File: src/rtl/core/lstk_pkg.sv
package lstk_pkg;

  localparam int DEPTH      = 128;
  localparam int DATA_WIDTH = 32;
  localparam int FIELD_W    = 32;
  localparam int ADDR_W     = $clog2(DEPTH);
  localparam int CNT_W      = $clog2(DEPTH + 1);
  localparam int CAP_W      = 8;
  localparam int IDX_W      = 7;
  localparam int LIM_W      = (CNT_W > CAP_W) ? CNT_W : CAP_W;

  typedef enum logic [2:0] {
    REQ_PUSH   = 3'd0,
    REQ_POP    = 3'd1,
    REQ_PEEK   = 3'd2,
    REQ_SEARCH = 3'd3,
    REQ_UPDATE = 3'd4
  } req_e;

  typedef enum logic [1:0] {
    ST_OK        = 2'd0,
    ST_OVERFLOW  = 2'd1,
    ST_EMPTY     = 2'd2,
    ST_NOT_FOUND = 2'd3
  } status_e;

  // Sign-extend a port field and keep the stored width.
  function automatic logic [DATA_WIDTH-1:0] to_word(input logic [FIELD_W-1:0] f);
    logic signed [63:0] ext;
    ext = 64'($signed(f));
    return ext[DATA_WIDTH-1:0];
  endfunction

  // Sign-extend a stored word back out to the port field width.
  function automatic logic [FIELD_W-1:0] from_word(input logic [DATA_WIDTH-1:0] w);
    logic signed [63:0] ext;
    ext = 64'($signed(w));
    return ext[FIELD_W-1:0];
  endfunction

endpackage

File: src/rtl/core/stack_with_search_update_top.sv
// Bounded LIFO stack with search and update, held in a single-port-write,
// registered-read RAM. A request is taken when start_i is high and busy_o is
// low; exactly one result follows, shown for one cycle with done_o, and the
// receiver cannot stall it. Push, overflowing push, empty pop/peek, unknown
// kinds and search/update on an empty stack answer in the cycle after they are
// taken; pop and peek first read the RAM and pass through S_READ. Search and
// update walk the RAM from the bottom one entry per cycle and stop at the
// lowest matching entry, or after the top entry when nothing matches. busy_o
// is low in the cycle a result is shown, so the next request may be taken then.
// The capacity register may be written while idle.
module stack_with_search_update_top (
  input  logic                      clk_i,
  input  logic                      rst_ni,
  input  logic                      start_i,
  output logic                      busy_o,
  input  logic [2:0]                req_type_i,
  input  logic signed [31:0]        value_i,
  input  logic signed [31:0]        new_value_i,
  input  logic                      capacity_we_i,
  input  logic [lstk_pkg::CAP_W-1:0] capacity_i,
  output logic                      done_o,
  output logic [1:0]                status_o,
  output logic signed [31:0]        data_o,
  output logic [lstk_pkg::IDX_W-1:0] index_o,
  output logic [lstk_pkg::CNT_W-1:0] count_o
);

  import lstk_pkg::*;

  localparam logic [1:0] S_IDLE = 2'd0;
  localparam logic [1:0] S_READ = 2'd1;
  localparam logic [1:0] S_SCAN = 2'd2;

  logic [1:0]            state_q, state_d;
  logic [CNT_W-1:0]      count_q, count_d;
  logic [CAP_W-1:0]      capacity_q, capacity_d;
  logic                  done_q, done_d;
  logic [CNT_W-1:0]      ptr_q, ptr_d;
  logic [2:0]            req_q, req_d;
  logic [DATA_WIDTH-1:0] key_q, key_d;
  logic [DATA_WIDTH-1:0] repl_q, repl_d;
  status_e               status_q, status_d;
  logic [FIELD_W-1:0]    data_q, data_d;
  logic [IDX_W-1:0]      index_q, index_d;

  logic                  accept;
  logic [LIM_W-1:0]      limit;
  logic                  full;

  logic                  ram_we;
  logic [ADDR_W-1:0]     ram_waddr;
  logic [DATA_WIDTH-1:0] ram_wdata;
  logic                  ram_re;
  logic [ADDR_W-1:0]     ram_raddr;
  logic [DATA_WIDTH-1:0] ram_rdata;

  lstk_ram #(
    .DEPTH(DEPTH),
    .WIDTH(DATA_WIDTH)
  ) u_ram (
    .clk_i  (clk_i),
    .we_i   (ram_we),
    .waddr_i(ram_waddr),
    .wdata_i(ram_wdata),
    .re_i   (ram_re),
    .raddr_i(ram_raddr),
    .rdata_o(ram_rdata)
  );

  assign accept = start_i && (state_q == S_IDLE);
  // Saturate capacity at the RAM depth.
  assign limit  = (LIM_W'(capacity_q) > LIM_W'(DEPTH)) ? LIM_W'(DEPTH) : LIM_W'(capacity_q);
  assign full   = LIM_W'(count_q) >= limit;

  always_comb begin
    state_d    = state_q;
    count_d    = count_q;
    capacity_d = capacity_we_i ? capacity_i : capacity_q;
    done_d     = 1'b0;
    ptr_d      = ptr_q;
    req_d      = req_q;
    key_d      = key_q;
    repl_d     = repl_q;
    status_d   = status_q;
    data_d     = data_q;
    index_d    = index_q;
    ram_we     = 1'b0;
    ram_waddr  = ADDR_W'(count_q);
    ram_wdata  = key_d;
    ram_re     = 1'b0;
    ram_raddr  = '0;

    case (state_q)
      S_IDLE: begin
        if (accept) begin
          req_d    = req_type_i;
          key_d    = to_word(value_i);
          repl_d   = to_word(new_value_i);
          status_d = ST_OK;
          data_d   = '0;
          index_d  = '0;
          case (req_type_i)
            REQ_PUSH: begin
              done_d = 1'b1;
              if (full) begin
                status_d = ST_OVERFLOW;
              end else begin
                ram_we    = 1'b1;
                ram_waddr = ADDR_W'(count_q);
                ram_wdata = key_d;
                index_d   = IDX_W'(count_q);
                count_d   = count_q + CNT_W'(1);
              end
            end
            REQ_POP, REQ_PEEK: begin
              if (count_q == '0) begin
                status_d = ST_EMPTY;
                done_d   = 1'b1;
              end else begin
                ram_re    = 1'b1;
                ram_raddr = ADDR_W'(count_q - CNT_W'(1));
                state_d   = S_READ;
                if (req_type_i == REQ_POP) begin
                  count_d = count_q - CNT_W'(1);
                end
              end
            end
            REQ_SEARCH, REQ_UPDATE: begin
              if (count_q == '0) begin
                status_d = ST_NOT_FOUND;
                done_d   = 1'b1;
              end else begin
                // Issue the bottom entry; compare it next cycle.
                ram_re    = 1'b1;
                ram_raddr = '0;
                ptr_d     = CNT_W'(1);
                state_d   = S_SCAN;
              end
            end
            default: begin
              done_d = 1'b1;
            end
          endcase
        end
      end
      S_READ: begin
        data_d  = from_word(ram_rdata);
        done_d  = 1'b1;
        state_d = S_IDLE;
      end
      S_SCAN: begin
        // Data on the read port belongs to position ptr_q - 1.
        if (ram_rdata == key_q) begin
          index_d = IDX_W'(ptr_q - CNT_W'(1));
          if (req_q == REQ_UPDATE) begin
            ram_we    = 1'b1;
            ram_waddr = ADDR_W'(ptr_q - CNT_W'(1));
            ram_wdata = repl_q;
          end
          done_d  = 1'b1;
          state_d = S_IDLE;
        end else if (ptr_q == count_q) begin
          status_d = ST_NOT_FOUND;
          done_d   = 1'b1;
          state_d  = S_IDLE;
        end else begin
          ram_re    = 1'b1;
          ram_raddr = ADDR_W'(ptr_q);
          ptr_d     = ptr_q + CNT_W'(1);
        end
      end
      default: begin
        state_d = S_IDLE;
      end
    endcase
  end

  always_ff @(posedge clk_i or negedge rst_ni) begin
    if (!rst_ni) begin
      state_q    <= S_IDLE;
      count_q    <= '0;
      capacity_q <= CAP_W'(128);
      done_q     <= 1'b0;
    end else begin
      state_q    <= state_d;
      count_q    <= count_d;
      capacity_q <= capacity_d;
      done_q     <= done_d;
    end
  end

  always_ff @(posedge clk_i) begin
    ptr_q    <= ptr_d;
    req_q    <= req_d;
    key_q    <= key_d;
    repl_q   <= repl_d;
    status_q <= status_d;
    data_q   <= data_d;
    index_q  <= index_d;
  end

  assign busy_o   = (state_q != S_IDLE);
  assign done_o   = done_q;
  assign status_o = status_q;
  assign data_o   = data_q;
  assign index_o  = index_q;
  assign count_o  = count_q;

  a_count_bound: assert property (@(posedge clk_i) disable iff (!rst_ni)
    count_q <= CNT_W'(DEPTH))
    else $error("entry count above depth");

  a_scan_ptr: assert property (@(posedge clk_i) disable iff (!rst_ni)
    (state_q == S_SCAN) |-> (ptr_q != '0) && (ptr_q <= count_q))
    else $error("scan pointer outside stored entries");

  a_push_grows: assert property (@(posedge clk_i) disable iff (!rst_ni)
    (accept && (req_type_i == REQ_PUSH) && !full)
      |=> (count_q == $past(count_q) + CNT_W'(1)) && done_q)
    else $error("accepted push did not add an entry");

  a_busy_no_done: assert property (@(posedge clk_i) disable iff (!rst_ni)
    $rose(busy_o) |-> !done_o)
    else $error("result shown while a multi-cycle request starts");

  a_count_held: assert property (@(posedge clk_i) disable iff (!rst_ni)
    (state_q == S_SCAN) |=> $stable(count_q))
    else $error("entry count changed during a scan");

endmodule

File: src/rtl/core/lstk_ram.sv
module lstk_ram #(
  parameter int DEPTH = 128,
  parameter int WIDTH = 32
) (
  input  logic                     clk_i,
  input  logic                     we_i,
  input  logic [$clog2(DEPTH)-1:0] waddr_i,
  input  logic [WIDTH-1:0]         wdata_i,
  input  logic                     re_i,
  input  logic [$clog2(DEPTH)-1:0] raddr_i,
  output logic [WIDTH-1:0]         rdata_o
);

  logic [WIDTH-1:0] mem [DEPTH];

  always_ff @(posedge clk_i) begin
    if (we_i) begin
      mem[waddr_i] <= wdata_i;
    end
  end

  always_ff @(posedge clk_i) begin
    if (re_i) begin
      rdata_o <= mem[raddr_i];
    end
  end

endmodule

File: config.mk
export PLATFORM = sky130hd
export DESIGN_NAME = stack_with_search_update_top
export DESIGN_NICKNAME = d
export VERILOG_FILES = /design/src/rtl/core/lstk_pkg.sv /design/src/rtl/core/stack_with_search_update_top.sv /design/src/rtl/core/lstk_ram.sv
export SDC_FILE = /design/constraint.sdc
export NUM_CORES = 2
export LEC_CHECK = 0
export BUFFER_PORTS_ARGS = -buffer_cell sky130_fd_sc_hd__buf_2
export CORE_ASPECT_RATIO = 0.5
export CORE_MARGIN = 2
export CORE_UTILIZATION = 35
export CTS_CLUSTER_SIZE = 20
export DETAILED_ROUTE_END_ITERATION = 12
export PLACE_DENSITY = 0.52
export SLEW_MARGIN = 40
export SYNTH_ARGS = -nofsm -noshare
export SYNTH_HDL_FRONTEND = slang
export SYNTH_SLANG_ARGS = --single-unit
File: constraint.sdc
create_clock -name clk_i -period 8.5 [get_ports clk_i]
set_clock_uncertainty 0.1 [all_clocks]
set_input_delay 0.85 -clock clk_i [delete_from_list [all_inputs] [get_ports clk_i]]
set_output_delay 0.85 -clock clk_i [all_outputs]
set_load 0.01 [all_outputs]
Word level (Yosys, flattened, before mapping)
Memory sizes are Yosys's and may differ from the RTL's. A register that Yosys moved wholly into a read port is not among the register bits.
Cells that the tools add are included.

word-level totals
  bits in registers = 135
  bits in latches = 0
  RAM bits = 4,096
  ROM bits = 0
  output and inout port bits = 51
  memories = 1

memories
  name       words  bits a word  read ports  clocked after memory_dff  write ports  RTL line        RTL
  u_ram.mem  128    32           1           1                         1            lstk_ram.sv:14  logic [WIDTH-1:0] mem [DEPTH];

cells by class
  add/subtract/negate cells = 4
  $mul = 0
  divide/modulo/power cells = 0
  order comparisons = 2
  equality and inequality tests = 23
  shifts and indexed selects = 0
  muxes and demuxes = 68
  bitwise gates (word level) = 0
  reduce and logical (&&, ||, !) cells = 18

operators with widths
  operator                                               count
  two-way mux 32 bit                                     6
  case mux 32 bit (2 select lines)                       2
  two-way mux 7 bit                                      12
  two-way mux 8 bit                                      9
  equality test 32 bit                                   1
  case mux 8 bit (2 select lines)                        2
  case mux 7 bit (2 select lines)                        2
  two-way mux 2 bit                                      10
  two-way mux 1 bit                                      18
  != test 2 bit (second input constant)                  9
  adder 8 x 1 -> 8 bit (second input constant)           2
  case mux 2 bit (2 select lines)                        3
  AND reduction 6 bit                                    2
  != test 3 bit (second input constant)                  3
  equality test 8 bit                                    1
  greater-or-equal comparator 8 bit                      1
  greater-than comparator 8 bit (second input constant)  1
  zero test 8 bit                                        1
  nonzero test 2 bit                                     4
  subtractor 8 x 1 -> 8 bit (second input constant)      1
  subtractor 7 x 1 -> 7 bit (second input constant)      1
  equality test 3 x 2 -> 1 bit (second input constant)   2
  equality test 3 bit (second input constant)            2
  case mux 2 bit (3 select lines)                        1
  16 further kinds                                       19

Depth between registers and ports, before layout
  depth after elaboration = 9
  mapped depth = 20

Cells and area by module
Synthesis repeated with hierarchy kept, for this count alone.

unflattened totals
  cells, all modules = 6,528
  area total of the unflattened synthesis = 163,324.1 µm²

by module, submodules not included
  module                        instances  cells each  area an instance (µm²)  seq. area each (µm²)
  lstk_ram                      1          5,990       156,596.4               123,958.9
  stack_with_search_update_top  1          538         6,727.7                 3,960.0

Least setup slack after synthesis
No wires, ideal clock.

  path kind = register to register
  start = register count_q[0], in the netlist count_o[0]
  end = memory u_ram.mem[0][20] (data pin)
  arrival = 6.508 ns
  path slack = 1.001 ns
  stages on the path, launching flop included = 15
  path buffers = 3
  cell sequence = dfrtp_1 > buf_2 > inv_1 > ha_1 > nand2b_1 > a21o_1 > a21o_1 > a21o_1 > a21o_1 > a21oi_1 > o2111a_1 > clkbuf_1 > clkbuf_1 > mux2i_1 > a21oi_1

on the way
  word-level cells in the longest chain between the ends = 5

ends and longest elaborated chain
  element                            RTL line                             RTL
  from (decl)                        stack_with_search_update_top.sv:35   logic [CNT_W-1:0] count_q, count_d;
  from (signal assigned)             stack_with_search_update_top.sv:186  count_q <= count_d;
  greater-or-equal comparator 8 bit  stack_with_search_update_top.sv:73   assign full = LIM_W'(count_q) >= limit;
  two-way mux 32 bit                 stack_with_search_update_top.sv:105  if (full) begin
  two-way mux 32 bit                 stack_with_search_update_top.sv:102  case (req_type_i)
  two-way mux 32 bit                 stack_with_search_update_top.sv:95   if (accept) begin
  case mux 32 bit (2 select lines)   stack_with_search_update_top.sv:93   case (state_q)
  via ram_wdata[20]                  stack_with_search_update_top.sv:52   logic [DATA_WIDTH-1:0] ram_wdata;
  to (decl)                          lstk_ram.sv:14

The timed path passes the listed nets, and every way through them passes these cells.

Worst setup path after layout
  start = register u_ram.rdata_o[3] (read register of u_ram.mem)
  end = register u_ram.rdata_o[22] (read register of u_ram.mem) (data pin)

on the way
  word-level cells in the longest chain between the ends = 3
  elaborated cells on any way between the ends = 5

ends and longest elaborated chain
  element                                                                             RTL line                             RTL
  from (decl)                                                                         lstk_ram.sv:11                       output logic [WIDTH-1:0] rdata_o
  equality test 32 bit (*)                                                            stack_with_search_update_top.sv:153  if (ram_rdata == key_q) begin
  two-way mux 7 bit or two-way mux 1 bit (tied branches)                              stack_with_search_update_top.sv:153
  case mux 7 bit (2 select lines) or case mux 1 bit (2 select lines) (tied branches)  stack_with_search_update_top.sv:93

Mark *: on every way between the ends. The rest lies on a longest branch, timed or not.
A chain may end at the register's enable or synchronous reset.

==> impl_metrics.csv <==
group,metric,value,unit
routing,drtIter0Drc,18710,
finish,fin_nets,12840,
synth,synth_cell_types,100,
floorplan,fp.dieH,496.1,µm
floorplan,die_x,988.2,µm
finish,fin_cells,19570,
pwr,worst_ir_drop_vdd,0.0003315,V
synth,synth_nets,12480,
sta,finalCritPeriodShare,79.65,%
synth,synth_top_area_share,75.18,%
routing,ant_nets,0,
sta,rsz0062_at_grt,"false",
floorplan,num_rows,180,
worst_setup_path,crit_path_max_fanout,92,
synth,synthCells,12390,
global_routing,grt_usage,24.90,%
synth,synthFlopType,"edfxtp_1",
pwr,total_power,71.28,mW
synth,synth_commonest_cells,"edfxtp_1, nand2_1, nand3_1, buf_2, a31oi_1",
floorplan,dieArea,490300,µm²
finish,layout-drive-gt1-share,12.70,%
cts,clk_latency,0.99,ns
worst_setup_path,cp-end-kind,"register",
placement,finalWeightedCongestion,0.9095,
synth,mappedNetlistArea,169500,µm²
sta,slew_violations,0,
placement,placed_cell_area,182300,µm²
worst_setup_path,worstPathArrival,7.31,ns
cts,cts_root_buf,"clkbuf_16",
finish,stdcell_area,196300,µm²
pwr,powerDensity,363.0,nW/µm²
run_status,status,"complete, no violations",
sta,slew_headroom,32.30,%
cts,clk_pin_slew,0.07,ns
synth,async_flop_share,0.4457,%
routing,wl,634400,µm
cts,postCtsSetupBuffers,0,
sta,hold_ws,0.03894,ns
synth,synth_edf_count,4244,
global_routing,grt_pass1_vias,103400,
cts,cts_max_path_buffers,4,
global_routing,grt_pass1_wl,862500,µm
synth,synth_warnings,0,
global_routing,grt_max_degree,139,
placement,place_inst,18740,
synth,synthTopCellsByArea,"edfxtp_1, nand2_1, nand3_1",
routing,vias,113900,
synth,ys_seq_area_share,75.46,%
routing,firstDrtPassIters,9,
floorplan,core-area,481500,µm²
sta,fin_crit,6.770,ns
floorplan,ioPinCount,130,
sta,clock.fmax,147.7,MHz
synth,ys_ff_latch,4263,
sta,worst_pin_slew,1.014,ns
finish,syn_to_final_growth,15.82,%
worst_setup_path,start_kind,"register",
pwr,p_leak,64.94,nW
sta,setup_viol,0,
global_routing,grt.overflow.total,0,
worst_setup_path,critPathKind,"reg2reg",
placement,dp_hpwl,384900,µm
routing,viasPerCell,5.820,
worst_setup_path,cp.required,9.04,ns
finish,num-fill-cells,44480,
sta,fin_tns_setup,0,ns
worst_hold_path,hp-class,"in2reg",
cts,cts.sinks,4263,
synth,post-synth-top-count-cell,"edfxtp_1",
synth,avgSynthCellArea,13.68,µm²
sta,hold_viol_final,0,
routing,wire_per_inst,32.42,µm
placement,port_buffers,129,
global_routing,antenna_found_initial,61,
synth,yosysTopAreaCell,"edfxtp_1",
cts,cts_made_buffers,408,
cts,cts_tree,"built",
routing,drc,0,
floorplan,start_util,35.21,%
cts,h-tree-depth,5,
run,maxCapViolCount,0,
layout make-up:
type | instances | area [µm²] | share of cell area (%)
flip-flops and latches | 4263 | 127900 | 65.15
multi-input cells | 7267 | 39330 | 20.03
clock buffers | 496 | 10640 | 5.417
well taps | 6461 | 8084 | 4.117
repair buffers | 779 | 7589 | 3.865
clock inverters | 248 | 2547 | 1.297
inverters | 32 | 182.7 | 0.09304
diodes | 24 | 60.06 | 0.03059
through the flow:
step	setup WS, ns	utilization (%)
2_1_floorplan	1.001	-
3_3_place_gp	0.1679	37.47
3_5_place_dp	1.862	37.85
4_1_cts	1.822	40.68
5_1_grt	1.744	40.77
6_report	1.730	40.78
kinds of logic after synthesis:
group	Yosys count	share of synthesized area, %
fa+ha+maj	12	0.08857
buf+inv	861	2.461
flops	4263	75.46
xor+xnor	64	0.3307
compound gates	1591	6.541
simple gates	5361	13.70
mux	239	1.421
where the power goes:
part	total (mW)	internal, mW	switching (mW)
sequential	25.9	25.5	0.446
combinational	26.9	6.35	20.5
clock	18.5	10.3	8.23
total	71.3	42.1	29.2
routing by layer:
metal,routed length [µm],global-route usage [%],vias up
met5,712,0,-
met1,259600,35.56,58710
met3,79840,7.333,1086
met2,268100,36.06,6777
met4,26150,9.089,22
li1,-,-,47310
sequential cells by signal, summed over array words and instances (netlist names):
name / flops
status_o: 2
done_o: 1
state_q: 2
ptr_q: 8
repl_q: 32
req_q: 3
key_q: 32
count_o: 8
u_ram.rdata_o: 32
capacity_q: 8
data_o: 32
u_ram.mem: 4096
index_o: 7
layout by cell type, fill, tap and decap left out, drive strengths merged, types with 20 or more instances in the layout:
cell type    count
nand2         3240
xnor2           20
and3           275
nor4            34
o221ai          34
inv             40
a32oi          114
clkinvlp        20
o2111ai         36
edfxtp        4244
clkbuf         500
a221oi          26
o21ai          109
nor2           263
o22ai           81
nand4           75
a2111oi         34
o211ai          31
buf            732
a21oi          271
nor3            58
and2            38
xor2            44
a22oi           39
dlygate4sd3     43
clkinv         176
diode           24
a31oi          382
bufinv          44
mux2i          226
a211oi         294
nand3         1349
final timing paths:
| check | start | end | slack, ns | cells after the start |
|---|---|---|---|---|
| min reg2reg | capacity_q[0] | capacity_q[0] | 0.42 | 1 |
| min | value_i[4] | key_q[4] | 0.04 | 1 |
| max | u_ram.rdata_o[3] | u_ram.rdata_o[22] | 1.73 | 13 |
| max reg2reg | u_ram.rdata_o[3] | u_ram.rdata_o[22] | 1.73 | 13 |
| min in group asynchronous | rst_ni | count_o[3] | 0.33 | 2 |
| max in group asynchronous | rst_ni | state_q[1] | 7.57 | 2 |
repair_timing:
action | CTS | global route
gates resized for setup | 0 | 0
hold buffers | 43 | 0
hold endpoints to repair | 60 | 0
worst max-delay path: stages (launching register included):
cell and delay, ns:
edfxtp_1 0.91, xor2_1 0.16, nor4_2 0.45, and4_1 0.50, a211oi_2 0.20, nor2_4 0.47, buf_16 0.23, buf_12 0.44
buf_4 0.59, mux2i_1 0.24, a211oi_1 0.09, o21ai_1 0.64, a221o_1 0.89, a21oi_1 0.35
Note: power is estimated with default switching activity, not from simulation.
